[src/rtl/core/epdr_pkg.sv]
// Shared widths, codes and helpers for the eased PWM duty ramp unit.
package epdr_pkg;

  // Fixed-point and field widths
  localparam int FRAC_W  = 16;
  localparam int DUTY_W  = 23;
  localparam int NORM_W  = FRAC_W + 1;
  localparam int RMS_W   = 17;
  localparam int TIME_W  = 32;
  localparam int LEN_W   = 16;
  localparam int COUNT_W = 16;
  localparam int RES_W   = 5;
  localparam int MAX_RES = 16;

  // One in Q.FRAC_W, and the count divisor left after dropping the fraction bits
  localparam logic [NORM_W-1:0] ONE_Q   = NORM_W'(1) << FRAC_W;
  localparam logic [LEN_W-1:0]  PCT_DEN = LEN_W'(100);

  // Serial multiplier: 24-bit multiplicand, 17-bit multiplier
  localparam int MUL_A_W   = DUTY_W + 1;
  localparam int MUL_B_W   = NORM_W;
  localparam int PROD_W    = MUL_A_W + MUL_B_W;
  localparam int MUL_CNT_W = $clog2(MUL_B_W + 1);

  // Serial divider: 24-bit dividend, 16-bit divisor
  localparam int DIV_N_W   = 24;
  localparam int DIV_D_W   = LEN_W;
  localparam int DIV_CNT_W = $clog2(DIV_N_W + 1);

  // Port widths
  localparam int TDATA_IN_W  = 96;
  localparam int TUSER_IN_W  = 2;
  localparam int TDATA_OUT_W = 40;
  localparam int TUSER_OUT_W = 2;
  localparam int PADDR_W     = 4;
  localparam int PDATA_W     = 32;

  // Command codes
  typedef enum logic [1:0] {
    CMD_TICK      = 2'd0,
    CMD_SET_VALUE = 2'd1,
    CMD_SET_DUTY  = 2'd2,
    CMD_STOP      = 2'd3
  } cmd_e;

  // Register indexes (byte address = 4 * index)
  typedef enum logic [1:0] {
    REG_MIN_DUTY = 2'd0,
    REG_MAX_DUTY = 2'd1,
    REG_RES_BITS = 2'd2,
    REG_DEF_RAMP = 2'd3
  } reg_e;

  // Clamp signed x to min..max; if bounds cross, x below min gives min, else max
  function automatic logic [DUTY_W-1:0] clamp_duty(input logic signed [DUTY_W+1:0] x,
                                                   input logic [DUTY_W-1:0] lo,
                                                   input logic [DUTY_W-1:0] hi);
    logic [DUTY_W-1:0] r;
    if (x < $signed({2'b00, lo})) begin
      r = lo;
    end else if (x > $signed({2'b00, hi})) begin
      r = hi;
    end else begin
      r = x[DUTY_W-1:0];
    end
    return r;
  endfunction

endpackage

[src/rtl/core/epdr_mul.sv]
// Bit-serial shift-add multiplier, one multiplier bit per cycle.
module epdr_mul (
  input  logic                          clk_i,
  input  logic                          rst_ni,
  input  logic                          start_i,
  input  logic [epdr_pkg::MUL_A_W-1:0]  a_i,
  input  logic [epdr_pkg::MUL_B_W-1:0]  b_i,
  output logic                          done_o,
  output logic [epdr_pkg::PROD_W-1:0]   prod_o
);
  import epdr_pkg::*;

  logic [MUL_A_W-1:0]   a_q;
  logic [MUL_A_W-1:0]   hi_q, hi_d;
  logic [MUL_B_W-1:0]   lo_q, lo_d;
  logic [MUL_CNT_W-1:0] cnt_q, cnt_d;
  logic                 busy_q, busy_d;
  logic                 done_q, done_d;
  logic [MUL_A_W:0]     sum;

  // Add the multiplicand when the low bit is set, then shift right
  always_comb begin
    sum    = {1'b0, hi_q} + (lo_q[0] ? {1'b0, a_q} : '0);
    hi_d   = hi_q;
    lo_d   = lo_q;
    cnt_d  = cnt_q;
    busy_d = busy_q;
    done_d = 1'b0;
    if (start_i) begin
      hi_d   = '0;
      lo_d   = b_i;
      cnt_d  = MUL_CNT_W'(MUL_B_W);
      busy_d = 1'b1;
    end else if (busy_q) begin
      hi_d   = sum[MUL_A_W:1];
      lo_d   = {sum[0], lo_q[MUL_B_W-1:1]};
      cnt_d  = cnt_q - MUL_CNT_W'(1);
      busy_d = (cnt_q != MUL_CNT_W'(1));
      done_d = (cnt_q == MUL_CNT_W'(1));
    end
  end

  // Hold control state
  always_ff @(posedge clk_i or negedge rst_ni) begin
    if (!rst_ni) begin
      cnt_q  <= '0;
      busy_q <= 1'b0;
      done_q <= 1'b0;
    end else begin
      cnt_q  <= cnt_d;
      busy_q <= busy_d;
      done_q <= done_d;
    end
  end

  // Hold operand and partial product
  always_ff @(posedge clk_i) begin
    if (start_i) begin
      a_q <= a_i;
    end
    hi_q <= hi_d;
    lo_q <= lo_d;
  end

  assign done_o = done_q;
  assign prod_o = {hi_q, lo_q};

endmodule

[src/rtl/core/epdr_div.sv]
// Restoring serial divider, one quotient bit per cycle.
module epdr_div (
  input  logic                            clk_i,
  input  logic                            rst_ni,
  input  logic                            start_i,
  input  logic [epdr_pkg::DIV_CNT_W-1:0]  steps_i,
  input  logic [epdr_pkg::DIV_D_W-1:0]    rem_i,
  input  logic [epdr_pkg::DIV_N_W-1:0]    num_i,
  input  logic [epdr_pkg::DIV_D_W-1:0]    den_i,
  output logic                            done_o,
  output logic [epdr_pkg::DIV_N_W-1:0]    quo_o
);
  import epdr_pkg::*;

  logic [DIV_D_W-1:0]   rem_q, rem_d;
  logic [DIV_N_W-1:0]   num_q, num_d;
  logic [DIV_D_W-1:0]   den_q;
  logic [DIV_CNT_W-1:0] cnt_q, cnt_d;
  logic                 busy_q, busy_d;
  logic                 done_q, done_d;
  logic [DIV_D_W:0]     shifted;
  logic [DIV_D_W:0]     trial;
  logic                 ge;

  // Shift in the next dividend bit, subtract the divisor when it fits
  always_comb begin
    shifted = {rem_q, num_q[DIV_N_W-1]};
    trial   = shifted - {1'b0, den_q};
    ge      = (shifted >= {1'b0, den_q});
    rem_d   = rem_q;
    num_d   = num_q;
    cnt_d   = cnt_q;
    busy_d  = busy_q;
    done_d  = 1'b0;
    if (start_i) begin
      rem_d  = rem_i;
      num_d  = num_i;
      cnt_d  = steps_i;
      busy_d = 1'b1;
    end else if (busy_q) begin
      rem_d  = ge ? trial[DIV_D_W-1:0] : shifted[DIV_D_W-1:0];
      num_d  = {num_q[DIV_N_W-2:0], ge};
      cnt_d  = cnt_q - DIV_CNT_W'(1);
      busy_d = (cnt_q != DIV_CNT_W'(1));
      done_d = (cnt_q == DIV_CNT_W'(1));
    end
  end

  // Hold control state
  always_ff @(posedge clk_i or negedge rst_ni) begin
    if (!rst_ni) begin
      cnt_q  <= '0;
      busy_q <= 1'b0;
      done_q <= 1'b0;
    end else begin
      cnt_q  <= cnt_d;
      busy_q <= busy_d;
      done_q <= done_d;
    end
  end

  // Hold divisor, remainder and dividend/quotient shift register
  always_ff @(posedge clk_i) begin
    if (start_i) begin
      den_q <= den_i;
    end
    rem_q <= rem_d;
    num_q <= num_d;
  end

  assign done_o = done_q;
  assign quo_o  = num_q;

endmodule

[src/rtl/core/eased_pwm_duty_ramp_unit.sv]
// Top level of the eased PWM duty ramp unit: sequencer, state and ports.
//
//  Channel  | Direction | Handshake               | Contents
//  s_axis   | in        | tvalid/tready           | command request (tuser), operands (tdata)
//  m_axis   | out       | tvalid/tready           | flags (tuser), count/duty/ramping (tdata)
//  apb      | in        | psel/penable/pwrite     | min/max duty, resolution, default ramp
//
//  One request at a time. Every request ends with a 17-step serial multiply and
//  a 24-step serial divide for the count; set-value adds one multiply, and a tick
//  inside a ramp adds a 16-step divide and two multiplies before the count.
//  The result sits in an output register, so a new request is taken while it waits.
//  Reset clears the duty state and loads the register defaults; no clearing pass.
module eased_pwm_duty_ramp_unit (
  input  logic                               clk_i,
  input  logic                               rst_ni,
  // tdata: norm_value[16:0], duty_request[39:17], ramp_ms[56:40], now_ms[88:57]
  input  logic [epdr_pkg::TDATA_IN_W-1:0]    s_axis_tdata,
  // tuser: command[1:0]
  input  logic [epdr_pkg::TUSER_IN_W-1:0]    s_axis_tuser,
  input  logic                               s_axis_tvalid,
  output logic                               s_axis_tready,
  // tdata: duty_count[15:0], current_duty[38:16], ramping[39]
  output logic [epdr_pkg::TDATA_OUT_W-1:0]   m_axis_tdata,
  // tuser: accepted[0], duty_written[1]
  output logic [epdr_pkg::TUSER_OUT_W-1:0]   m_axis_tuser,
  output logic                               m_axis_tvalid,
  input  logic                               m_axis_tready,
  input  logic                               psel,
  input  logic                               penable,
  input  logic                               pwrite,
  input  logic [epdr_pkg::PADDR_W-1:0]       paddr,
  input  logic [epdr_pkg::PDATA_W-1:0]       pwdata,
  output logic [epdr_pkg::PDATA_W-1:0]       prdata,
  output logic                               pready
);
  import epdr_pkg::*;

  typedef enum logic [8:0] {
    ST_IDLE     = 9'b000000001,
    ST_DISPATCH = 9'b000000010,
    ST_DIV_T    = 9'b000000100,
    ST_MUL_E    = 9'b000001000,
    ST_MUL_S    = 9'b000010000,
    ST_MUL_V    = 9'b000100000,
    ST_COUNT    = 9'b001000000,
    ST_MUL_C    = 9'b010000000,
    ST_DIV_C    = 9'b100000000
  } state_e;

  state_e state_q, state_d;

  // Configuration registers
  logic [DUTY_W-1:0] min_duty_q, max_duty_q;
  logic [RES_W-1:0]  res_bits_q;
  logic [LEN_W-1:0]  def_ramp_q;

  // Duty and ramp state
  logic [DUTY_W-1:0] duty_now_q, duty_now_d;
  logic [DUTY_W-1:0] duty_goal_q, duty_goal_d;
  logic [TIME_W-1:0] ramp_start_q, ramp_start_d;
  logic [LEN_W-1:0]  ramp_length_q, ramp_length_d;
  logic              ramp_active_q, ramp_active_d;

  // Captured request
  cmd_e              cmd_q;
  logic [NORM_W-1:0] norm_q;
  logic [DUTY_W-1:0] req_q;
  logic [RMS_W-1:0]  rms_q;
  logic [TIME_W-1:0] now_q;

  // Work registers
  logic               written_q, written_d;
  logic               neg_q, neg_d;
  logic               ease_lo_q, ease_lo_d;
  logic [COUNT_W-1:0] count_q, count_d;

  // Output register
  logic                   m_valid_q;
  logic [TDATA_OUT_W-1:0] m_data_q;
  logic [TUSER_OUT_W-1:0] m_user_q;
  logic                   load_out;

  // Shared arithmetic units
  logic                 mul_start, mul_done;
  logic [MUL_A_W-1:0]   mul_a;
  logic [MUL_B_W-1:0]   mul_b;
  logic [PROD_W-1:0]    mul_prod;
  logic                 div_start, div_done;
  logic [DIV_CNT_W-1:0] div_steps;
  logic [DIV_D_W-1:0]   div_rem, div_den;
  logic [DIV_N_W-1:0]   div_num, div_quo;

  // Derived values
  logic                 in_fire, cfg_write;
  logic [TIME_W-1:0]    elapsed;
  logic                 ramp_done;
  logic [DUTY_W:0]      span, span_mag, diff, diff_mag;
  logic [NORM_W-1:0]    norm_sat;
  logic [FRAC_W-1:0]    t_frac;
  logic [NORM_W-1:0]    u_half, ease_op, ease_e;
  logic [DUTY_W-1:0]    prod_mag;
  logic signed [DUTY_W+1:0] target;
  logic [DUTY_W-1:0]    target_clamped;
  logic [LEN_W-1:0]     len_sel;
  logic [RES_W-1:0]     bits_sat;
  logic [COUNT_W-1:0]   res_top;

  assign in_fire       = s_axis_tvalid && s_axis_tready;
  assign s_axis_tready = (state_q == ST_IDLE);
  assign cfg_write     = psel && penable && pwrite && pready;
  assign pready        = 1'b1;

  // Decode registers for reads
  always_comb begin
    unique case (reg_e'(paddr[3:2]))
      REG_MIN_DUTY: prdata = PDATA_W'(min_duty_q);
      REG_MAX_DUTY: prdata = PDATA_W'(max_duty_q);
      REG_RES_BITS: prdata = PDATA_W'(res_bits_q);
      REG_DEF_RAMP: prdata = PDATA_W'(def_ramp_q);
      default:      prdata = '0;
    endcase
  end

  // Ramp timing, spans and ease operands
  always_comb begin
    elapsed   = now_q - ramp_start_q;
    ramp_done = (elapsed >= TIME_W'(ramp_length_q));
    span      = {1'b0, max_duty_q} - {1'b0, min_duty_q};
    span_mag  = span[DUTY_W] ? ((DUTY_W+1)'(0) - span) : span;
    diff      = {1'b0, duty_goal_q} - {1'b0, duty_now_q};
    diff_mag  = diff[DUTY_W] ? ((DUTY_W+1)'(0) - diff) : diff;
    norm_sat  = (norm_q > ONE_Q) ? ONE_Q : norm_q;
    t_frac    = div_quo[FRAC_W-1:0];
    u_half    = ONE_Q - {1'b0, t_frac};
    ease_op   = t_frac[FRAC_W-1] ? {u_half[FRAC_W-1:0], 1'b0} : {1'b0, t_frac};
    // ease-in: 2*t*t, ease-out: 1 - (2*(1-t))^2 / 2
    ease_e    = ease_lo_q ? mul_prod[2*FRAC_W-1:FRAC_W-1]
                          : (ONE_Q - mul_prod[2*FRAC_W+1:FRAC_W+1]);
    prod_mag  = mul_prod[FRAC_W+DUTY_W-1:FRAC_W];
    target    = neg_q ? ($signed({2'b00, min_duty_q}) - $signed({2'b00, prod_mag}))
                      : ($signed({2'b00, min_duty_q}) + $signed({2'b00, prod_mag}));
    target_clamped = clamp_duty(target, min_duty_q, max_duty_q);
    if (!rms_q[RMS_W-1] && (rms_q[LEN_W-1:0] != '0)) begin
      len_sel = rms_q[LEN_W-1:0];
    end else begin
      len_sel = def_ramp_q;
    end
    if (res_bits_q == '0) begin
      bits_sat = RES_W'(1);
    end else if (res_bits_q > RES_W'(MAX_RES)) begin
      bits_sat = RES_W'(MAX_RES);
    end else begin
      bits_sat = res_bits_q;
    end
    res_top = COUNT_W'(((COUNT_W+1)'(1) << bits_sat) - (COUNT_W+1)'(1));
  end

  // Sequence one request through the serial units
  always_comb begin
    state_d       = state_q;
    duty_now_d    = duty_now_q;
    duty_goal_d   = duty_goal_q;
    ramp_start_d  = ramp_start_q;
    ramp_length_d = ramp_length_q;
    ramp_active_d = ramp_active_q;
    written_d     = written_q;
    neg_d         = neg_q;
    ease_lo_d     = ease_lo_q;
    count_d       = count_q;
    mul_start     = 1'b0;
    mul_a         = '0;
    mul_b         = '0;
    div_start     = 1'b0;
    div_steps     = '0;
    div_rem       = '0;
    div_num       = '0;
    div_den       = '0;
    load_out      = 1'b0;
    unique case (state_q)
      ST_IDLE: begin
        if (s_axis_tvalid) begin
          written_d = 1'b0;
          state_d   = ST_DISPATCH;
        end
      end
      ST_DISPATCH: begin
        unique case (cmd_q)
          CMD_TICK: begin
            if (!ramp_active_q) begin
              state_d = ST_COUNT;
            end else if (ramp_done) begin
              duty_now_d    = clamp_duty({2'b00, duty_goal_q}, min_duty_q, max_duty_q);
              ramp_active_d = 1'b0;
              written_d     = 1'b1;
              state_d       = ST_COUNT;
            end else begin
              // t = elapsed * 2^F / length, elapsed < length
              div_start = 1'b1;
              div_steps = DIV_CNT_W'(FRAC_W);
              div_rem   = elapsed[LEN_W-1:0];
              div_num   = '0;
              div_den   = ramp_length_q;
              state_d   = ST_DIV_T;
            end
          end
          CMD_SET_VALUE: begin
            mul_start = 1'b1;
            mul_a     = span_mag;
            mul_b     = norm_sat;
            neg_d     = span[DUTY_W];
            state_d   = ST_MUL_V;
          end
          CMD_SET_DUTY: begin
            duty_now_d = clamp_duty({2'b00, req_q}, min_duty_q, max_duty_q);
            written_d  = 1'b1;
            state_d    = ST_COUNT;
          end
          CMD_STOP: begin
            duty_now_d = clamp_duty('0, min_duty_q, max_duty_q);
            written_d  = 1'b1;
            state_d    = ST_COUNT;
          end
          default: state_d = ST_COUNT;
        endcase
      end
      ST_DIV_T: begin
        if (div_done) begin
          ease_lo_d = !t_frac[FRAC_W-1];
          mul_start = 1'b1;
          mul_a     = MUL_A_W'(ease_op);
          mul_b     = ease_op;
          state_d   = ST_MUL_E;
        end
      end
      ST_MUL_E: begin
        if (mul_done) begin
          mul_start = 1'b1;
          mul_a     = diff_mag;
          mul_b     = ease_e;
          neg_d     = diff[DUTY_W];
          state_d   = ST_MUL_S;
        end
      end
      ST_MUL_S: begin
        // Step toward the goal, truncated toward zero, not clamped
        if (mul_done) begin
          duty_now_d = neg_q ? (duty_now_q - prod_mag) : (duty_now_q + prod_mag);
          written_d  = 1'b1;
          state_d    = ST_COUNT;
        end
      end
      ST_MUL_V: begin
        if (mul_done) begin
          if (len_sel != '0) begin
            ramp_active_d = 1'b1;
            duty_goal_d   = target_clamped;
            ramp_start_d  = now_q;
            ramp_length_d = len_sel;
          end else begin
            duty_now_d = target_clamped;
            written_d  = 1'b1;
          end
          state_d = ST_COUNT;
        end
      end
      ST_COUNT: begin
        mul_start = 1'b1;
        mul_a     = MUL_A_W'(duty_now_q);
        mul_b     = MUL_B_W'(res_top);
        state_d   = ST_MUL_C;
      end
      ST_MUL_C: begin
        // Drop the fraction bits, then divide by one hundred
        if (mul_done) begin
          div_start = 1'b1;
          div_steps = DIV_CNT_W'(DIV_N_W);
          div_rem   = '0;
          div_num   = mul_prod[FRAC_W+DIV_N_W-1:FRAC_W];
          div_den   = PCT_DEN;
          state_d   = ST_DIV_C;
        end
      end
      ST_DIV_C: begin
        if (div_done && (!m_valid_q || m_axis_tready)) begin
          load_out = 1'b1;
          state_d  = ST_IDLE;
        end
        if (div_done) begin
          count_d = (div_quo[DIV_N_W-1:COUNT_W] != '0) ? '1 : div_quo[COUNT_W-1:0];
          if (m_valid_q && !m_axis_tready) begin
            state_d = ST_DIV_C;
          end
        end
      end
      default: state_d = ST_IDLE;
    endcase
  end

  // Hold the result while the downstream side stalls: stay in ST_DIV_C
  // with count_q captured, retry load on the following cycles.
  logic pending_q;
  logic out_fire;
  assign out_fire = pending_q && (!m_valid_q || m_axis_tready);

  always_ff @(posedge clk_i or negedge rst_ni) begin
    if (!rst_ni) begin
      pending_q <= 1'b0;
    end else if (state_q == ST_DIV_C && div_done && m_valid_q && !m_axis_tready) begin
      pending_q <= 1'b1;
    end else if (out_fire) begin
      pending_q <= 1'b0;
    end
  end

  // Control and duty state
  always_ff @(posedge clk_i or negedge rst_ni) begin
    if (!rst_ni) begin
      state_q       <= ST_IDLE;
      duty_now_q    <= '0;
      duty_goal_q   <= '0;
      ramp_start_q  <= '0;
      ramp_length_q <= '0;
      ramp_active_q <= 1'b0;
      m_valid_q     <= 1'b0;
      min_duty_q    <= '0;
      max_duty_q    <= DUTY_W'(100) << FRAC_W;
      res_bits_q    <= RES_W'(10);
      def_ramp_q    <= '0;
    end else begin
      if (pending_q) begin
        state_q <= out_fire ? ST_IDLE : ST_DIV_C;
      end else if (state_q == ST_DIV_C && div_done && m_valid_q && !m_axis_tready) begin
        state_q <= ST_DIV_C;
      end else begin
        state_q <= state_d;
      end
      duty_now_q    <= duty_now_d;
      duty_goal_q   <= duty_goal_d;
      ramp_start_q  <= ramp_start_d;
      ramp_length_q <= ramp_length_d;
      ramp_active_q <= ramp_active_d;
      if (load_out || out_fire) begin
        m_valid_q <= 1'b1;
      end else if (m_axis_tready) begin
        m_valid_q <= 1'b0;
      end
      if (cfg_write) begin
        unique case (reg_e'(paddr[3:2]))
          REG_MIN_DUTY: min_duty_q <= pwdata[DUTY_W-1:0];
          REG_MAX_DUTY: max_duty_q <= pwdata[DUTY_W-1:0];
          REG_RES_BITS: res_bits_q <= pwdata[RES_W-1:0];
          REG_DEF_RAMP: def_ramp_q <= pwdata[LEN_W-1:0];
          default: ;
        endcase
      end
    end
  end

  // Capture the request and work values
  always_ff @(posedge clk_i) begin
    if (in_fire) begin
      cmd_q  <= cmd_e'(s_axis_tuser[1:0]);
      norm_q <= s_axis_tdata[16:0];
      req_q  <= s_axis_tdata[39:17];
      rms_q  <= s_axis_tdata[56:40];
      now_q  <= s_axis_tdata[88:57];
    end
    written_q <= written_d;
    neg_q     <= neg_d;
    ease_lo_q <= ease_lo_d;
    count_q   <= count_d;
    if (load_out) begin
      m_data_q <= {ramp_active_q, duty_now_q, count_d};
      m_user_q <= {written_q, 1'b1};
    end else if (out_fire) begin
      m_data_q <= {ramp_active_q, duty_now_q, count_q};
      m_user_q <= {written_q, 1'b1};
    end
  end

  assign m_axis_tvalid = m_valid_q;
  assign m_axis_tdata  = m_data_q;
  assign m_axis_tuser  = m_user_q;

  epdr_mul u_mul (
    .clk_i   (clk_i),
    .rst_ni  (rst_ni),
    .start_i (mul_start),
    .a_i     (mul_a),
    .b_i     (mul_b),
    .done_o  (mul_done),
    .prod_o  (mul_prod)
  );

  epdr_div u_div (
    .clk_i   (clk_i),
    .rst_ni  (rst_ni),
    .start_i (div_start),
    .steps_i (div_steps),
    .rem_i   (div_rem),
    .num_i   (div_num),
    .den_i   (div_den),
    .done_o  (div_done),
    .quo_o   (div_quo)
  );

`ifndef SYNTH
  a_state_onehot: assert property (@(posedge clk_i) disable iff (!rst_ni)
    $onehot(state_q))
    else $error("sequencer state is not one-hot");

  a_ramp_has_length: assert property (@(posedge clk_i) disable iff (!rst_ni)
    ramp_active_q |-> (ramp_length_q != '0))
    else $error("active ramp with zero length");

  a_accept_dispatch: assert property (@(posedge clk_i) disable iff (!rst_ni)
    in_fire |=> (state_q == ST_DISPATCH))
    else $error("accepted request not dispatched");

  a_mul_done_state: assert property (@(posedge clk_i) disable iff (!rst_ni)
    mul_done |-> (state_q == ST_MUL_E || state_q == ST_MUL_S ||
                  state_q == ST_MUL_V || state_q == ST_MUL_C))
    else $error("multiplier finished outside a multiply state");

  a_div_done_state: assert property (@(posedge clk_i) disable iff (!rst_ni)
    div_done |-> (state_q == ST_DIV_T || state_q == ST_DIV_C))
    else $error("divider finished outside a divide state");
`endif

endmodule

[config.mk]
export PLATFORM = sky130hd
export DESIGN_NAME = eased_pwm_duty_ramp_unit
export DESIGN_NICKNAME = d
export VERILOG_FILES = /design/src/rtl/core/epdr_pkg.sv /design/src/rtl/core/epdr_mul.sv /design/src/rtl/core/epdr_div.sv /design/src/rtl/core/eased_pwm_duty_ramp_unit.sv
export SDC_FILE = /design/constraint.sdc
export NUM_CORES = 2
export LEC_CHECK = 0
export BUFFER_PORTS_ARGS = -buffer_cell sky130_fd_sc_hd__buf_2
export CORE_UTILIZATION = 45
export CTS_CLUSTER_DIAMETER = 100
export CTS_CLUSTER_SIZE = 12
export DETAILED_ROUTE_END_ITERATION = 8
export PLACE_DENSITY = 0.6
export RECOVER_POWER = 25
export SLEW_MARGIN = 20
export SYNTH_ARGS = -nofsm -noshare
export SYNTH_HDL_FRONTEND = slang
export SYNTH_SLANG_ARGS = --single-unit
export TNS_END_PERCENT = 20
[constraint.sdc]
create_clock -name clk_i -period 6.91 [get_ports clk_i]
set_clock_uncertainty 0.05 [all_clocks]
set_input_delay 0.691 -clock clk_i [delete_from_list [all_inputs] [get_ports clk_i]]
set_output_delay 0.691 -clock clk_i [all_outputs]
set_load 0.05 [all_outputs]
**After elaboration in Yosys (flattened, before gate mapping)**

Cells that the tools add are included.

- Input bits: 141
- Word-level logic and storage cells: 263
- Bits in registers: 459

- Add/subtract/negate cells: 16
- Multiplexer cells: 120
- Eq/ne operators: 36
- Reduce and logical (&&, ||, !) cells: 44
- $lt $le $gt $ge: 11
- Shifts and indexed selects: 1

Operators by type and width:

| operator | count |
|---|---|
| 2-to-1 mux 23 bit | 13 |
| 2-to-1 mux 16 bit | 14 |
| 2-to-1 mux 24 bit | 9 |
| 2-to-1 mux 17 bit | 9 |
| one-hot mux 23 bit (3 select lines) | 2 |
| one-hot mux 32 bit (4 select lines) | 1 |
| 2-to-1 mux 9 bit | 11 |
| one-hot mux 24 bit (4 select lines) | 1 |
| 2-to-1 mux 40 bit | 2 |
| one-hot mux 9 bit (8 select lines) | 1 |
| subtractor 23 x 23 -> 24 bit | 3 |
| one-hot mux 17 bit (4 select lines) | 1 |
| 2-to-1 mux 5 bit | 10 |
| subtractor 1 x 24 -> 24 bit, first input constant | 2 |
| greater-than comparator 23 bit | 2 |
| less-than comparator 23 bit | 2 |
| >= comparator 32 x 16 -> 1 bit | 1 |
| one-hot mux 16 bit (2 select lines) | 1 |
| nonzero test 16 bit | 2 |
| subtractor 32 bit | 1 |
| 2-to-1 mux 1 bit | 31 |
| one-hot mux 9 bit (3 select lines) | 1 |
| adder 24 x 25 -> 25 bit | 1 |
| greater-than comparator 25 x 24 -> 1 bit | 1 |
| 56 further kinds | 106 |

**Logic depth before layout (Yosys ltp)**

- Depth in word-level cells: 9
- Mapped depth: 27
- Depth with buffers taken out: 25

**Modules after synthesis**

Synthesis repeated with hierarchy kept, for this count alone.

- Cells, all modules: 4023
- Area, all modules: 36717.7 um^2

Modules (own cells, without submodules):

| module | times used | cells each | seq. area each (um^2) | area each (um^2) |
|---|---|---|---|---|
| eased_pwm_duty_ramp_unit | 1 | 3338 | 8710.9 | 29045.4 |
| epdr_mul | 1 | 381 | 1886.8 | 4090.2 |
| epdr_div | 1 | 304 | 1856.8 | 3582.2 |

**Worst setup path before layout**

No wires, ideal clock.

- Kind: register -> register
- Start point: register now_q[2]
- End point: register u_div.num_q[0] (netlist: u_div.quo_o[0]), enable pin
- Data required time: 6.456 ns
- Clock period less this slack: 5.746 ns
- Path slack: 1.164 ns
- Arrival: 5.292 ns
- Stages on the path, launching flop included: 23
- Path buffers: 2
- Path through: edfxtp_1 -> ha_1 -> o211ai_2 -> a21oi_1 -> o41ai_2 -> or2b_1 -> o21ai_0 -> nand2b_1 -> xnor2_1 -> ha_1 -> a21oi_1 -> nor2b_1 -> o21ai_0 -> o2111ai_1 -> a31oi_1 -> o2111ai_1 -> or4_4 -> nor4_2 -> nand3_1 -> or3_4 -> buf_6 -> buf_6 -> nand3_1

- Longest elaborated chain between the ends: 7

Ends and longest elaborated chain:

| item | RTL line | source |
|---|---|---|
| from (decl) | eased_pwm_duty_ramp_unit.sv:69 | `logic [TIME_W-1:0] now_q;` |
| from (signal assigned) | eased_pwm_duty_ramp_unit.sv:366 | `now_q <= s_axis_tdata[88:57];` |
| subtractor 32 bit | eased_pwm_duty_ramp_unit.sv:126 | `elapsed = now_q - ramp_start_q;` |
| >= comparator 32 x 16 -> 1 bit | eased_pwm_duty_ramp_unit.sv:127 | `ramp_done = (elapsed >= TIME_W'(ramp_length_q));` |
| 2-to-1 mux 1 bit | eased_pwm_duty_ramp_unit.sv:191 | `end else if (ramp_done) begin` |
| 2-to-1 mux 1 bit | eased_pwm_duty_ramp_unit.sv:189 | `if (!ramp_active_q) begin` |
| 2-to-1 mux 1 bit | eased_pwm_duty_ramp_unit.sv:187 | `unique case (cmd_q)` |
| one-hot mux 1 bit (2 select lines) | eased_pwm_duty_ramp_unit.sv:179 | `unique case (state_q)` |
| nonzero test 2 bit (no line) | -- |  |
| to (signal assigned) | epdr_div.sv:68 | `num_q <= num_d;` |
| to (decl) | epdr_div.sv:16 | `logic [DIV_N_W-1:0] num_q, num_d;` |

No other way between the ends.
A chain may end at the register's enable or synchronous reset.

**Worst setup path after layout**

- Start point: register min_duty_q[0]
- End point: register duty_now_q[5]

- Longest elaborated chain between the ends: 8
- Elaborated cells on any way between the ends: 19
- Those cells by class: 2 x add/sub; 5 x order compare; 12 x mux

Ends and longest elaborated chain:

| item | RTL line | source |
|---|---|---|
| from (decl) | eased_pwm_duty_ramp_unit.sv:53 | `logic [DUTY_W-1:0] min_duty_q, max_duty_q;` |
| from (signal assigned) | eased_pwm_duty_ramp_unit.sv:349 | `REG_MIN_DUTY: min_duty_q <= pwdata[DUTY_W-1:0];` |
| adder 23 x 23 -> 24 bit / subtractor 23 x 23 -> 24 bit (equally long branches) | eased_pwm_duty_ramp_unit.sv:141, eased_pwm_duty_ramp_unit.sv:140 |  |
| 2-to-1 mux 25 bit | eased_pwm_duty_ramp_unit.sv:140 | `target = neg_q ? ($signed({2'b00, min_duty_q}) - $signed({2'b00, prod_mag}))` |
| greater-than comparator 25 x 24 -> 1 bit | epdr_pkg.sv:61 | `end else if (x > $signed({2'b00, hi})) begin` |
| 2-to-1 mux 23 bit | epdr_pkg.sv:61 |  |
| 2-to-1 mux 23 bit | epdr_pkg.sv:59 | `if (x < $signed({2'b00, lo})) begin` |
| 2-to-1 mux 23 bit | eased_pwm_duty_ramp_unit.sv:254 | `if (len_sel != '0) begin` |
| 2-to-1 mux 23 bit | eased_pwm_duty_ramp_unit.sv:253 | `if (mul_done) begin` |
| one-hot mux 23 bit (3 select lines) (*) | eased_pwm_duty_ramp_unit.sv:179 |  |
| to (signal assigned) | eased_pwm_duty_ramp_unit.sv:337 | `duty_now_q <= duty_now_d;` |
| to (decl) | eased_pwm_duty_ramp_unit.sv:58 | `logic [DUTY_W-1:0] duty_now_q, duty_now_d;` |

Every way passes the cells marked *; elsewhere a longest branch is shown, timed or not. The select of a mux whose other input is x is not followed.

==> reports/qor.json <==
{
  "failed_checks": "capacitance limit, slew limit",
  "cellLeakagePower_nw": 16.6,
  "stage_delay_of_the_slowest_cell_on_the_critical_path_ns": 0.68,
  "timing.max_slew.rel_slack_pct": -195,
  "clock_tree_from_tritoncts": "built",
  "critical_path_buf_inv_count": 3,
  "detailedRoute.firstIterationViolations": 3132,
  "die_y_microns": 283,
  "worst_skew_pair.late_latency_ns": 0.62,
  "synth_compound_area_share_pct": 20.4,
  "synthesis_stage_register_bit_count": 459,
  "antenna_left": 0,
  "path_category_of_the_worst_min_delay_check": "input pin to flip-flop",
  "wl_per_cell_microns": 24.2,
  "synth_enable_flop_cells": 232,
  "yosys.area_share.simple_pct": 15.0,
  "setup_violations": 0,
  "cts.clk_slew.worst_paths_ns": 0.06,
  "fmax_mhz": 154,
  "critical-path-slowest-cell": "sky130_fd_sc_hd__dfrtp_1",
  "buffers_added_on_ports": 188,
  "horizontal_extent_of_the_die_microns": 283,
  "cts.htree.levels": 2,
  "track_usage_pct": 30.2,
  "synth.largest_area_cell": "sky130_fd_sc_hd__edfxtp_1",
  "synthesis.area_sq_um": 35600,
  "crit_family": "compound AO/OA/AOI/OAI gates",
  "cts_buffer_depth": 3,
  "drcViolationCount": 0,
  "post_synthesis_share_of_cell_area_spent_on_xor_and_xnor_gates_pct": 5.01,
  "layout_overhead_on_the_synthesized_area_pct": 10.0,
  "synth_top_family_by_area": "compound AO/OA/AOI/OAI gates",
  "run_status": "finished with violations",
  "critPathRequiredTime_ns": 7.35,
  "worst_setup_path_start_kind": "flip-flop",
  "synthAdderAreaFrac_pct": 12.6,
  "route.vias.total": 31200,
  "timing_worst_slew_pin_value_ns": 4.42,
  "cts_sinks": 459,
  "asyncSetResetFlopFracSynth_pct": 40.7,
  "multiplexer_fraction_of_the_synthesized_cell_area_pct": 7.21,
  "yosys.cell_types.count": 105,
  "finalCritPeriodShare_pct": 94.2,
  "dp_hpwl_microns": 99200,
  "power_density_normalized_to_cell_area_nw_per_um2": 420,
  "cts_resizes": 0,
  "timing.hold.worst.start": "s_axis_tdata[28]",
  "globalplace.congestion": 0.982,
  "ioPinCount": 218,
  "dp_slack_ns": 0.549,
  "synth.top_cells.by_area": "sky130_fd_sc_hd__edfxtp_1, sky130_fd_sc_hd__dfrtp_1, sky130_fd_sc_hd__ha_1, sky130_fd_sc_hd__o21ai_0, sky130_fd_sc_hd__a21oi_1",
  "critical_path_arrival_ns": 6.95,
  "grt_pass1_vias": 29100,
  "start_util_pct": 45.8,
  "finish.net_count": 4591,
  "layout_cells_sized_above_1_pct": 11.9,
  "vdd_drop_max_v": 0.000213,
  "final.fill_count": 7465,
  "number_of_antenna_violations_at_the_first_check_in_global_routing": 7,
  "maxCapViolCount": 2,
  "floorplan.die_area_sq_um": 80300,
  "final_critical_path_setup_slack_ns": 0.399,
  "dominantRegCellSynth": "sky130_fd_sc_hd__edfxtp_1",
  "largest_fanout_on_the_critical_path": 19,
  "timing_hold_violations_final": 0,
  "synthTopCellsByCount": "sky130_fd_sc_hd__ha_1, sky130_fd_sc_hd__nor2_1, sky130_fd_sc_hd__o21ai_0",
  "summed_negative_setup_slack_over_all_endpoints_ns": 0,
  "syn-instance-count": 3948,
  "final_design_utilization_pct": 50.4,
  "synth_warn": 0,
  "post_cts_hold_buffer_count": 0,
  "regArea_sq_um": 12500,
  "post_detailed_routing_wire_length_microns": 125000,
  "cp-end-kind": "flip-flop",
  "clockRootBuffer": "sky130_fd_sc_hd__clkbuf_16",
  "total_area_of_multi_input_combinational_cells_sq_um": 21600,
  "crit_path_from": "min_duty_q[0]$_DFFE_PN0P_",
  "overflow": 0,
  "finalMaxSlewViolations": 190,
  "final_cells": 5172,
  "dp_cells": 5088,
  "postCtsSetupBuffers": 0,
  "rr_startpoint": "min_duty_q[0]$_DFFE_PN0P_",
  "synth_largest_type_area_fraction_pct": 19.5,
  "post-synth-top-count-cell": "sky130_fd_sc_hd__ha_1",
  "tritoncts.num_buffers": 45,
  "placeableCoreArea_sq_um": 77800,
  "synth_area_per_cell_sq_um": 9.03,
  "criticalPathCategory": "flip-flop to flip-flop",
  "dr_pass1_iterations": 8,
  "path_cells": "inv_1, ha_1, inv_1, fa_1, a211oi_1, o21ai_0, nand4_1, a21oi_1, a211oi_1, o41ai_1, mux2i_1, xnor2_1, ha_1, nand4_1, nor4_2, a21oi_1, a211o_1, o21ai_2, buf_4, nor2_1, a21oi_1, o21ai_0, a222oi_1, o21ai_0",
  "grt_start_max_net_pins": 120,
  "finalWorstPathRequiredPeriod_ns": 6.51,
  "setup_repair_after_global_routing_missed_its_margin": "no",
  "routed_via_density": 6.03,
  "ys_seq_area_share_pct": 34.9,
  "placement_rows": 102,
  "first_pass_grt_wire_length_microns": 184000
}
## area by class of cell
class	count	area share, %
Clock buffer	77	3.18
Inverter	240	2.30
Tap cell	1040	3.32
Antenna cell	1	0.00638
Multi-Input combinational cell	3073	55.2
Clock inverter	5	0.169
Sequential cell	459	31.8
Timing Repair Buffer	277	4.09
## worst paths after layout
path | endpoint | cells past startpoint | slack [ns]
setup / recovery | duty_now_q[5]$_DFFE_PN0P_ | 24 | 0.40
hold / removal | req_q[11]$_DFFE_PP_ | 1 | 0.20
setup reg to reg | duty_now_q[5]$_DFFE_PN0P_ | 24 | 0.40
hold reg to reg | count_q[0]$_DFF_P_ | 2 | 0.40
max in group asynchronous | ramp_start_q[11]$_DFFE_PN0P_ | 2 | 1.47
min in group asynchronous | u_mul.cnt_q[2]$_DFFE_PN0P_ | 1 | 1.57
## metrics by stage
stage          total power, mW  hold WS [ns]  area (sq um)
6_report                  16.5         0.197         39200
2_1_floorplan             10.5         0.345         35700
5_1_grt                   17.5         0.180         39200
4_1_cts                   16.2        0.0538         39200
3_3_place_gp              13.7         0.384         37900
3_5_place_dp              13.8         0.392         37900
## power by group
part,total [mW],internal [mW],switching [mW]
logic,9.97,3.70,6.27
clock network,2.38,1.24,1.14
registers,4.12,3.42,0.701
total,16.5,8.36,8.11
## registers in the layout, summed over array words and instances (netlist names), 24 cells and up
signal and cells:
now_q 32, u_div.quo_o 24, m_axis_tdata 40, u_mul.hi_q 24, ramp_start_q 32, u_mul.a_q 24
## cells by family after synthesis
kind of cell / after synthesis
AO/OA/AOI/OAI: 1153
other: 2
buffers and inverters: 426
XOR/XNOR: 204
flip-flops: 459
AND/OR/NAND/NOR: 1117
multiplexers: 233
adder cells (fa/ha/maj): 354
## layout by cell type, fill, tap and decap left out, drive strengths merged, types with 12 or more instances in the layout
cell    count
nand3      74
conb       12
and3       29
edfxtp    232
a211o      16
mux2      107
o21a       55
nor4       46
o21bai     13
inv       243
dfxtp      40
nor3       90
a22oi      13
or3        23
nor2b      48
and2       42
a31oi      51
nand2     306
xor2       61
nor2      324
a21o       74
o31ai      32
o211ai     41
a211oi     41
nand2b     42
buf       262
mux2i     121
nand4      33
o22ai      26
xnor2     143
ha        346
a221oi     25
o21ai     341
dfrtp     181
o31a       15
o221ai     18
clkbuf     92
a21oi     291
## layer usage
layer | track usage (%) | routed length (microns) | up-vias
met2 | 45.5 | 53900 | 1165
met1 | 44.1 | 57600 | 15000
met4 | 9.23 | 3810 | 12
met5 | 0 | 73 | -
met3 | 5.10 | 9760 | 183
li1 | - | - | 14800
Power figures use the tool's default switching activity.
